--- config.mk ---
export PLATFORM = sky130hd
export DESIGN_NAME = fragment_reassembler_core
export DESIGN_NICKNAME = d
export VERILOG_FILES = /design/src/hdl/fra_pkg.sv /design/src/hdl/fra_front.sv /design/src/hdl/fra_queue.sv /design/src/hdl/fra_back.sv /design/src/hdl/fragment_reassembler_core.sv
export SDC_FILE = /design/constraint.sdc
export NUM_CORES = 2
export LEC_CHECK = 0
export ABC_AREA = 1
export BUFFER_PORTS_ARGS = -buffer_cell sky130_fd_sc_hd__buf_2
export CAP_MARGIN = 40
export CORE_MARGIN = 2
export CORE_UTILIZATION = 45
export DETAILED_ROUTE_END_ITERATION = 16
export PLACE_DENSITY = 0.66
export SYNTH_ARGS = -nofsm -noshare
export SYNTH_HDL_FRONTEND = slang
export SYNTH_SLANG_ARGS = --single-unit
--- constraint.sdc ---
create_clock -name clk -period 23.2 [get_ports clk]
set_clock_uncertainty 0.15 [all_clocks]
set_input_delay 2.32 -clock clk [delete_from_list [all_inputs] [get_ports clk]]
set_output_delay 2.32 -clock clk [all_outputs]
set_load 0.01 [all_outputs]
--- src/hdl/fra_pkg.sv ---
// Shared types and constants for the fragment reassembler.
package fra_pkg;

  localparam int unsigned HDR_BYTES = 4;
  localparam int unsigned POS_W     = 9;     // frame position, saturates at HDR_BYTES + 255
  localparam int unsigned POS_MAX   = HDR_BYTES + 255;
  localparam int unsigned Q_DEPTH   = 4;
  localparam int unsigned Q_AW      = $clog2(Q_DEPTH);
  localparam int unsigned IN_DW     = 64;
  localparam int unsigned OUT_DW    = 72;

  typedef enum logic [2:0] {
    EV_READ      = 3'd0,
    EV_ACCEPT    = 3'd1,
    EV_COMPLETE  = 3'd2,
    EV_OVERFLOW  = 3'd3,
    EV_ORDER     = 3'd4,
    EV_SHORT     = 3'd5,
    EV_TRUNCATED = 3'd6
  } ev_t;

  // One classified item, as handed from front to back.
  typedef struct packed {
    logic        is_read;
    logic        hdr_last;   // last header byte: qualify the fragment
    logic        pay_wr;     // payload byte inside the declared length
    logic        is_end;
    logic        short_f;    // frame ended inside the header
    logic        got_lt;     // fewer payload bytes than declared
    logic [7:0]  off;
    logic [7:0]  data_byte;
    logic [7:0]  h_id;
    logic [7:0]  h_idx;
    logic [7:0]  h_cnt;
    logic [7:0]  h_len;
    logic [47:0] src;
    logic [7:0]  ridx;
  } fra_item_t;

endpackage

--- src/hdl/fra_front.sv ---
// Front end: tracks frame position, captures the header and classifies each item.
module fra_front (
  input  logic              clk,
  input  logic              rst_n,
  input  logic              accept,
  input  logic              opcode,
  input  logic [7:0]        frame_byte,
  input  logic              frame_end,
  input  logic [47:0]       source_address,
  input  logic [7:0]        read_index,
  output fra_pkg::fra_item_t item
);
  import fra_pkg::*;

  logic [POS_W-1:0] pos_r, pos_nxt, pos_inc, got;
  logic [7:0] id_r, idx_r, cnt_r, len_r;
  logic [7:0] id_nxt, idx_nxt, cnt_nxt, len_nxt;
  logic       in_hdr;

  assign in_hdr  = pos_r < POS_W'(HDR_BYTES);
  assign pos_inc = (pos_r < POS_W'(POS_MAX)) ? pos_r + 1'b1 : pos_r;
  assign got     = pos_inc - POS_W'(HDR_BYTES);

  always_comb begin
    id_nxt  = id_r;
    idx_nxt = idx_r;
    cnt_nxt = cnt_r;
    len_nxt = len_r;
    if (in_hdr) begin
      case (pos_r[1:0])
        2'd0:    id_nxt  = frame_byte;
        2'd1:    idx_nxt = frame_byte;
        2'd2:    cnt_nxt = frame_byte;
        default: len_nxt = frame_byte;
      endcase
    end
    pos_nxt = frame_end ? '0 : pos_inc;
  end

  always_comb begin
    item.is_read   = opcode;
    item.hdr_last  = pos_r == POS_W'(HDR_BYTES - 1);
    item.off       = 8'(pos_r - POS_W'(HDR_BYTES));
    item.pay_wr    = !in_hdr && (item.off < len_r);
    item.is_end    = frame_end;
    item.short_f   = pos_inc < POS_W'(HDR_BYTES);
    item.got_lt    = got < POS_W'(len_nxt);
    item.data_byte = frame_byte;
    item.h_id      = id_nxt;
    item.h_idx     = idx_nxt;
    item.h_cnt     = cnt_nxt;
    item.h_len     = len_nxt;
    item.src       = source_address;
    item.ridx      = read_index;
  end

  always_ff @(posedge clk) begin
    if (!rst_n) begin
      pos_r <= '0;
      id_r  <= '0;
      idx_r <= '0;
      cnt_r <= '0;
      len_r <= '0;
    end else if (accept && !opcode) begin
      pos_r <= pos_nxt;
      id_r  <= id_nxt;
      idx_r <= idx_nxt;
      cnt_r <= cnt_nxt;
      len_r <= len_nxt;
    end
  end

endmodule

--- src/hdl/fra_queue.sv ---
// Small FIFO of classified items between front and back.
module fra_queue (
  input  logic               clk,
  input  logic               rst_n,
  input  logic               push,
  input  fra_pkg::fra_item_t push_item,
  input  logic               pop,
  output fra_pkg::fra_item_t head,
  output logic               empty,
  output logic               full
);
  import fra_pkg::*;

  fra_item_t      slot_r [Q_DEPTH];
  logic [Q_AW-1:0] wp_r, rp_r;
  logic [Q_AW:0]   cnt_r;

  assign empty = cnt_r == '0;
  assign full  = cnt_r == (Q_AW+1)'(Q_DEPTH);
  assign head  = slot_r[rp_r];

  always_ff @(posedge clk) begin
    if (push) slot_r[wp_r] <= push_item;
  end

  always_ff @(posedge clk) begin
    if (!rst_n) begin
      wp_r  <= '0;
      rp_r  <= '0;
      cnt_r <= '0;
    end else begin
      if (push) wp_r <= wp_r + 1'b1;
      if (pop)  rp_r <= rp_r + 1'b1;
      case ({push, pop})
        2'b10:   cnt_r <= cnt_r + 1'b1;
        2'b01:   cnt_r <= cnt_r - 1'b1;
        default: cnt_r <= cnt_r;
      endcase
    end
  end

endmodule

--- src/hdl/fra_back.sv ---
// Back end: reassembly state, message store and the registered result.
module fra_back #(
  parameter int unsigned BUFFER_BYTES = 256
) (
  input  logic               clk,
  input  logic               rst_n,
  input  logic               q_valid,
  input  fra_pkg::fra_item_t it,
  output logic               pop,
  output logic               out_valid,
  input  logic               out_ready,
  output fra_pkg::ev_t       ev,
  output logic [8:0]         msg_len,
  output logic [47:0]        sender,
  output logic [7:0]         rd_byte
);
  import fra_pkg::*;

  localparam int unsigned AW = $clog2(BUFFER_BYTES);
  localparam int unsigned LW = $clog2(BUFFER_BYTES + 1);
  localparam int unsigned SW = ((LW > 9) ? LW : 9) + 1;
  localparam int unsigned RW = ((AW > 8) ? AW : 8) + 1;

  logic [7:0]    mem [BUFFER_BYTES];
  logic [7:0]    rd_r;
  logic          rd_zero_r;

  logic [LW-1:0] asm_r, asm_nxt;
  logic [7:0]    exp_r, exp_nxt, cur_r, cur_nxt;
  logic          fv_r, fv_nxt;

  logic          ov_r;
  ev_t           ev_r, ev_nxt;
  logic [8:0]    len_r, len_nxt;
  logic [47:0]   snd_r, snd_nxt;
  logic          has_res;

  logic          restart;
  logic [LW-1:0] base;
  logic [SW-1:0] wr_at, fit_sum, end_sum;
  logic [7:0]    cur_eff, exp_eff, exp_inc;
  logic [LW-1:0] asm_eff;
  logic          seq_ok, we, in_range;
  logic [RW-1:0] ridx_w;

  assign pop     = q_valid && (!ov_r || out_ready);
  assign restart = it.h_idx == 8'd0;
  assign base    = restart ? '0 : asm_r;
  assign wr_at   = SW'(base) + SW'(it.off);
  assign fit_sum = SW'(base) + SW'(it.h_len);
  assign seq_ok  = restart || (it.h_id == cur_r && it.h_idx == exp_r);

  assign we      = pop && !it.is_read && fv_r && it.pay_wr && (wr_at < SW'(BUFFER_BYTES));
  assign ridx_w  = RW'(it.ridx);
  assign in_range = ridx_w < RW'(BUFFER_BYTES);

  // Header restart folds into the end-of-frame checks
  assign cur_eff = restart ? it.h_id : cur_r;
  assign exp_eff = restart ? 8'd0 : exp_r;
  assign asm_eff = restart ? '0 : asm_r;
  assign end_sum = SW'(asm_eff) + SW'(it.h_len);
  assign exp_inc = exp_eff + 8'd1;

  always_comb begin
    asm_nxt = asm_r;
    exp_nxt = exp_r;
    cur_nxt = cur_r;
    fv_nxt  = fv_r;
    ev_nxt  = EV_READ;
    len_nxt = '0;
    snd_nxt = '0;
    has_res = 1'b0;
    if (it.is_read) begin
      has_res = 1'b1;
    end else begin
      if (it.hdr_last) fv_nxt = seq_ok && (fit_sum <= SW'(BUFFER_BYTES));
      if (it.is_end) begin
        fv_nxt  = 1'b0;
        has_res = 1'b1;
        if (it.short_f) begin
          ev_nxt = EV_SHORT;
        end else begin
          cur_nxt = cur_eff;
          exp_nxt = exp_eff;
          asm_nxt = '0;
          if (it.h_id != cur_eff || it.h_idx != exp_eff) begin
            ev_nxt = EV_ORDER;
          end else if (end_sum > SW'(BUFFER_BYTES)) begin
            ev_nxt = EV_OVERFLOW;
          end else if (it.got_lt) begin
            ev_nxt = EV_TRUNCATED;
          end else begin
            exp_nxt = exp_inc;
            if (exp_inc == it.h_cnt) begin
              ev_nxt  = EV_COMPLETE;
              len_nxt = end_sum[8:0];
              snd_nxt = it.src;
            end else begin
              ev_nxt  = EV_ACCEPT;
              asm_nxt = end_sum[LW-1:0];
            end
          end
        end
      end
    end
  end

  always_ff @(posedge clk) begin
    if (we) mem[wr_at[AW-1:0]] <= it.data_byte;
    if (pop && it.is_read) begin
      rd_r      <= mem[ridx_w[AW-1:0]];
      rd_zero_r <= !in_range;
    end
  end

  always_ff @(posedge clk) begin
    if (pop && has_res) begin
      ev_r  <= ev_nxt;
      len_r <= len_nxt;
      snd_r <= snd_nxt;
    end
  end

  always_ff @(posedge clk) begin
    if (!rst_n) begin
      asm_r <= '0;
      exp_r <= '0;
      cur_r <= '0;
      fv_r  <= 1'b0;
      ov_r  <= 1'b0;
    end else begin
      if (pop) begin
        asm_r <= asm_nxt;
        exp_r <= exp_nxt;
        cur_r <= cur_nxt;
        fv_r  <= fv_nxt;
      end
      if (pop && has_res) ov_r <= 1'b1;
      else if (out_ready) ov_r <= 1'b0;
    end
  end

  assign out_valid = ov_r;
  assign ev        = ev_r;
  assign msg_len   = len_r;
  assign sender    = snd_r;
  assign rd_byte   = (ev_r == EV_READ && !rd_zero_r) ? rd_r : 8'd0;

endmodule

--- src/hdl/fragment_reassembler_core.sv ---
// Top level of the fragment reassembler: front, item queue and back.
//
//  channel | dir | tdata (low bit up)                       | tuser       | tlast
//  in_     | in  | frame_byte, source_address, read_index   | opcode      | frame_end
//  out_    | out | message_length, sender_address, read_data| event_res   | -
//
//  One item per cycle sustained; the front only stalls when the 4-entry queue is full.
//  From in to out an item passes the queue register, then the result register, which
//  also holds the registered store read for read items.
//  A stalled result blocks the back only; the queue absorbs up to 4 more items.
//  rst_n is synchronous; the message store is not cleared and needs no sweep.
module fragment_reassembler_core #(
  parameter int unsigned BUFFER_BYTES = 256
) (
  input  logic                       clk,
  input  logic                       rst_n,
  input  logic                       in_tvalid,
  output logic                       in_tready,
  input  logic [fra_pkg::IN_DW-1:0]  in_tdata,   // frame_byte[7:0], source_address[55:8], read_index[63:56]
  input  logic [0:0]                 in_tuser,   // opcode[0]
  input  logic                       in_tlast,
  output logic                       out_tvalid,
  input  logic                       out_tready,
  output logic [fra_pkg::OUT_DW-1:0] out_tdata,  // message_length[8:0], sender_address[56:9], read_data[64:57]
  output logic [2:0]                 out_tuser   // event_res[2:0]
);
  import fra_pkg::*;

  fra_item_t  fe_item, q_head;
  logic       q_empty, q_full, q_pop, acc;
  ev_t        ev;
  logic [8:0] msg_len;
  logic [47:0] sender;
  logic [7:0] rd_byte;

  assign in_tready = !q_full;
  assign acc       = in_tvalid && !q_full;

  fra_front u_front (
    .clk            (clk),
    .rst_n          (rst_n),
    .accept         (acc),
    .opcode         (in_tuser[0]),
    .frame_byte     (in_tdata[7:0]),
    .frame_end      (in_tlast),
    .source_address (in_tdata[55:8]),
    .read_index     (in_tdata[63:56]),
    .item           (fe_item)
  );

  fra_queue u_queue (
    .clk       (clk),
    .rst_n     (rst_n),
    .push      (acc),
    .push_item (fe_item),
    .pop       (q_pop),
    .head      (q_head),
    .empty     (q_empty),
    .full      (q_full)
  );

  fra_back #(
    .BUFFER_BYTES (BUFFER_BYTES)
  ) u_back (
    .clk       (clk),
    .rst_n     (rst_n),
    .q_valid   (!q_empty),
    .it        (q_head),
    .pop       (q_pop),
    .out_valid (out_tvalid),
    .out_ready (out_tready),
    .ev        (ev),
    .msg_len   (msg_len),
    .sender    (sender),
    .rd_byte   (rd_byte)
  );

  assign out_tuser = ev;
  assign out_tdata = {7'd0, rd_byte, sender, msg_len};

endmodule

Word level (Yosys, flattened, before mapping). Memories as Yosys holds them, arrays and structs flattened. A register that Yosys moved wholly into a read port is not among the register bits. Cells that the tools add are included.

Add/subtract/negate cells: 10. Order comparisons: 9. Equality and inequality tests: 11. Muxes and demuxes: 39. Bitwise logic cells: 4. Reductions and logical operators: 37.

Operator list (count): 8-bit two-way mux (14); 9-bit two-way mux (7); 8-bit == test (3); 9-bit by 8-bit adder with 10-bit output (2); 9-bit by 3-bit < comparator with 1-bit output (second input constant) (2); 8-bit != test (2); 1-bit logical AND (13); 3-bit two-way mux (4); 10-bit by 9-bit > comparator with 1-bit output (second input constant) (1); 10-bit by 9-bit less-or-equal comparator with 1-bit output (second input constant) (1); 10-bit by 9-bit < comparator with 1-bit output (second input constant) (1); 1-bit two-way mux (10); 9-bit by 1-bit adder with 9-bit output (second input constant) (1); 9-bit by 2-bit == test with 1-bit output (second input constant) (1); 8-bit by 9-bit < comparator with 1-bit output (second input constant) (1); 9-bit by 8-bit < comparator with 1-bit output (1); 9-bit < comparator (second input constant) (1); 9-bit by 3-bit subtractor with 9-bit output (second input constant) (1); 8-bit by 1-bit adder with 8-bit output (second input constant) (1); 1-bit zero test (8); 8-bit zero test (1); 8-bit < comparator (1); 8-bit by 3-bit subtractor with 8-bit output (second input constant) (1); 7-bit OR reduction (1); other kinds (18) (31).

Register bits after elaboration: 136. RAM bits: 2488. Input port bits: 70. Word-level logic and storage cells: 130. Memories: 2.

Memories: u_back.mem (words 256, bits a word 8, rd ports 1, clocked after Yosys merged registers in 1, write ports 1, RTL line fra_back.sv:24) `logic [7:0] mem [BUFFER_BYTES];`; u_queue.slot_r (words 4, bits a word 110, rd ports 1, clocked after Yosys merged registers in 1, write ports 1, RTL line fra_queue.sv:14) `fra_item_t slot_r [Q_DEPTH];`.

Logic depth before layout (Yosys ltp).
Word-level depth: 9. Gate-level depth with buffers: 30.

By module. From an unflattened synthesis, not the netlist that was laid out.

Cells, all modules: 8614. Area, all modules: 107282.9 sq um.

Modules (own cells, without submodules): fra_back (times used 1, cells each 6953, area an instance 86555.5 sq um); fra_queue (times used 1, cells each 1121, area an instance 17100.2 sq um); fra_front (times used 1, cells each 528, area an instance 3553.4 sq um); fragment_reassembler_core (times used 1, cells each 12, area an instance 73.8 sq um).

Worst setup path after synthesis. No wires, ideal clock.

Path kind: reg-to-reg. From: register with a tool-made name. To: memory u_back.mem[0][4], data pin. Library setup time: 1.586 ns. Arrival time: 9.245 ns. Slack: 12.219 ns. Cell stages (with the launch flop): 12. Path buffers: 9. Cell sequence: dfxtp_1 > buf_4 > buf_4 > buf_2 > buf_2 > buf_2 > buf_2 > clkbuf_1 > clkbuf_1 > clkbuf_1 > nor2_1 > o22ai_1.

RTL lines (RTL line): to (decl) (fra_back.sv:24).

==> flow_metrics.tcl <==
set metrics [dict create \
    status "finished clean" \
    synth_area_leaders "edfxtp_1 (72%), nor2_1 (6.1%), o21ai_0 (3.9%)" \
    cts_root_buf "clkbuf_16" \
    path_delay_family "buffers and inverters" \
    gp_congestion 0.8761 \
    worst_ir_drop_vdd_uv 112.8 \
    p_int_mw 9.992 \
    cts_sinks 2633 \
    dieArea_um2 241000 \
    layout.nets 8511 \
    ys.flop_type "edfxtp_1" \
    h-tree-depth 5 \
    p_sw_mw 6.349 \
    power_density_nw_per_um2 136.3 \
    timing.fmax_mhz 119.2 \
    path_clk_slew_ns 0.06 \
    drc_errors 0 \
    viasPerCell 5.903 \
    async_flop_share_pct 0 \
    fin_area_um2 119900 \
    start_kind "register" \
    fin_crit_ns 8.390 \
    worstPathArrival_ns 9.03 \
    first_iter_violations 9078 \
    synth_cell_types 56 \
    slowest_delay_ns 0.79 \
    path_max_fanout 219 \
    io_pins 147 \
    postRouteAntennaNets 0 \
    cts_hold_buf 0 \
    ys_seq_area_share_pct 73.40 \
    hpwl_um 164700 \
    crit_top_cell "buf_4" \
    synth_area_um2 106700 \
    vias 69340 \
    worst_path_max_delay_cell "buf_4" \
    routed_wl_um 287100 \
    grt_pass1_wl_um 423100 \
    path_cells "inv_6 > buf_4 > nand2_1 > nand3_1 > nand2_4 > inv_8 > buf_12 > buf_12 > buf_4 > buf_4 > buf_4 > nor2_1 > o311ai_0 > o211ai_1 > nand3_1 > o211ai_1 > nand3_1 > o211ai_1 > nand2_1" \
    leakagePower_nw 39.18 \
    switching_share_pct 38.86 \
    cts_buffers 283 \
    pwr-share-seq_pct 37.8 \
    clock_latency_ns 0.93 \
    avgRoutedWirePerCell_um 24.44 \
    syn_to_final_growth_pct 12.43 \
    p_clk_share_pct 26.0 \
    cts_resized 0 \
    portBuffers 139 \
    max_cap_violations 0 \
    post_route_cells_drive_above_1_share_pct 11.80 \
    clockBufferDepth 4 \
    dr.pass1.iters 6 \
    synth_cells 8341 \
    placed_area_um2 111300 \
    grt_pass1_vias 66280 \
    synth_top_area_share_pct 71.95 \
    hold_class "reg -> reg" \
    die_w_um 490.9 \
    synth_most_common_cell "edfxtp_1" \
    setup-tns-final_ns 0 \
    cts_tree "yes" \
    setup_viol 0 \
    ys_warn_count 0 \
    synth_edf_count 2556 \
    setup.worst_path.end_class "register" \
    tightest_slew_ns 1.052 \
    finalHoldViolCount 0 \
    coreArea_um2 235400 \
    criticalPathCategory "reg -> reg" \
    die_h_um 490.9 \
    post_cts_buffers 0 \
    synth_area_leader_cell "edfxtp_1" \
    ys_ff_latch 2633 \
    required_ns 23.84 \
    maxSlewHeadroom_pct 29.85 \
    rsz0062_at_grt "no" \
    min_period_over_period_pct 36.17 \
    grt_overflow_total 0 \
    slew_violations 0 \
    crit_buf_inv 8 \
    grtUsageTotal_pct 23.08 \
    rows 178 \
    grt_max_degree 243 \
    pwr-share-comb_pct 36.2 \
    synthTopCellsByCount "edfxtp_1 (2556), nor2_1 (1743), o21ai_0 (835)" \
    syn-mean-instance-area_um2 12.79 \
    antenna_found_initial 15 \
    start_util_pct 45.32 \
]
[metal layers]
| metal | vias up | share of wire, % | GRT usage [%] |
|---|---|---|---|
| li1 | 30940 | - | - |
| met1 | 34250 | 40 | 32.02 |
| met2 | 3534 | 47 | 36.53 |
| met3 | 610 | 9.4 | 4.032 |
| met4 | 8 | 3.8 | 8.536 |
| met5 | - | 0.021 | 0 |
[layout by cell type (no fill, tap or decap), types with 194 or more instances in the layout]
master	n
nor2_1	1738
or2_2	194
edfxtp_1	2556
o211ai_1	356
clkbuf_16	293
nand2_1	582
o311ai_0	224
o21ai_0	835
inv_1	208
buf_2	204
a21oi_1	203
[logic make-up after synthesis]
group,Yosys count,synth area share (%)
AND/OR/NAND/NOR,2845,11.04
flip-flops,2633,73.40
AO/OA/AOI/OAI,1972,11.71
buffers and inverters,812,3.044
adder cells (fa/ha/maj),44,0.5231
XOR/XNOR,34,0.2792
other,1,0.003515
[layout make-up]
type	instances	area [um2]
well taps	3150	3941
clock buffers	346	7561
diodes	5	12.51
multi-input cells	4902	25430
repair buffers	359	2824
fillers	19690	115500
clock inverters	134	1013
flip-flops and latches	2633	78300
inverters	218	852.1
[registers in the layout, summed over array words and instances (netlist names), 9 cells and up, named ones only]
| signal | count |
|---|---|
| u_back.mem | 2048 |
| u_front.pos_r | 9 |
| u_back.msg_len | 9 |
| u_back.sender | 48 |
| u_queue.slot_r | 440 |
| u_back.asm_r | 9 |
[worst paths after layout]
path	from	to	slack, ns	depth (start not counted)
worst max-delay path	register	u_back.rd_r[2]	14.81	19
worst min-delay path	u_back.fv_r	u_back.fv_r	0.31	2
worst max register to register	register	u_back.rd_r[2]	14.81	19
worst min register to register	u_back.fv_r	u_back.fv_r	0.31	2
[power groups by stage]
stage | clock (mW) | sequential, mW | combinational, mW
3_5_place_dp | 0 | 6.27 | 5.83
2_1_floorplan | 0 | 6.61 | 3.42
5_1_grt | 4.48 | 6.18 | 6.34
3_3_place_gp | 0 | 6.28 | 5.61
4_1_cts | 4.30 | 6.17 | 5.85
6_report | 4.25 | 6.17 | 5.91
[worst reg2reg max path: stages, from the launching register on]
cell and delay, ns:
dfxtp_4 0.51, inv_6 0.64, buf_4 0.51, nand2_1 0.10, nand3_1 0.12, nand2_4 0.42
inv_8 0.71, buf_12 0.68, buf_12 0.68, buf_4 0.82, buf_4 0.83, buf_4 0.68
nor2_1 0.09, o311ai_0 0.40, o211ai_1 0.25, nand3_1 0.18, o211ai_1 0.18, nand3_1 0.18
o211ai_1 0.09, nand2_1 0.08
[per-stage QoR]
step                      setup slack, ns  total power, mW  hold WS [ns]  util [%]  std cells
after CTS                           14.79            16.32        0.3101     50.92      11730
final                               14.81            16.34        0.3103     50.95      11750
after detailed placement            14.77            12.10        0.3011     47.28      11250
after floorplan                     12.22            10.02        0.2862         -       8347
after global placement              15.00            11.89        0.2958     46.79      11150
after global routing                14.15            17.00        0.3418     50.95      11750
No activity file was read; power rests on OpenSTA's default activity.
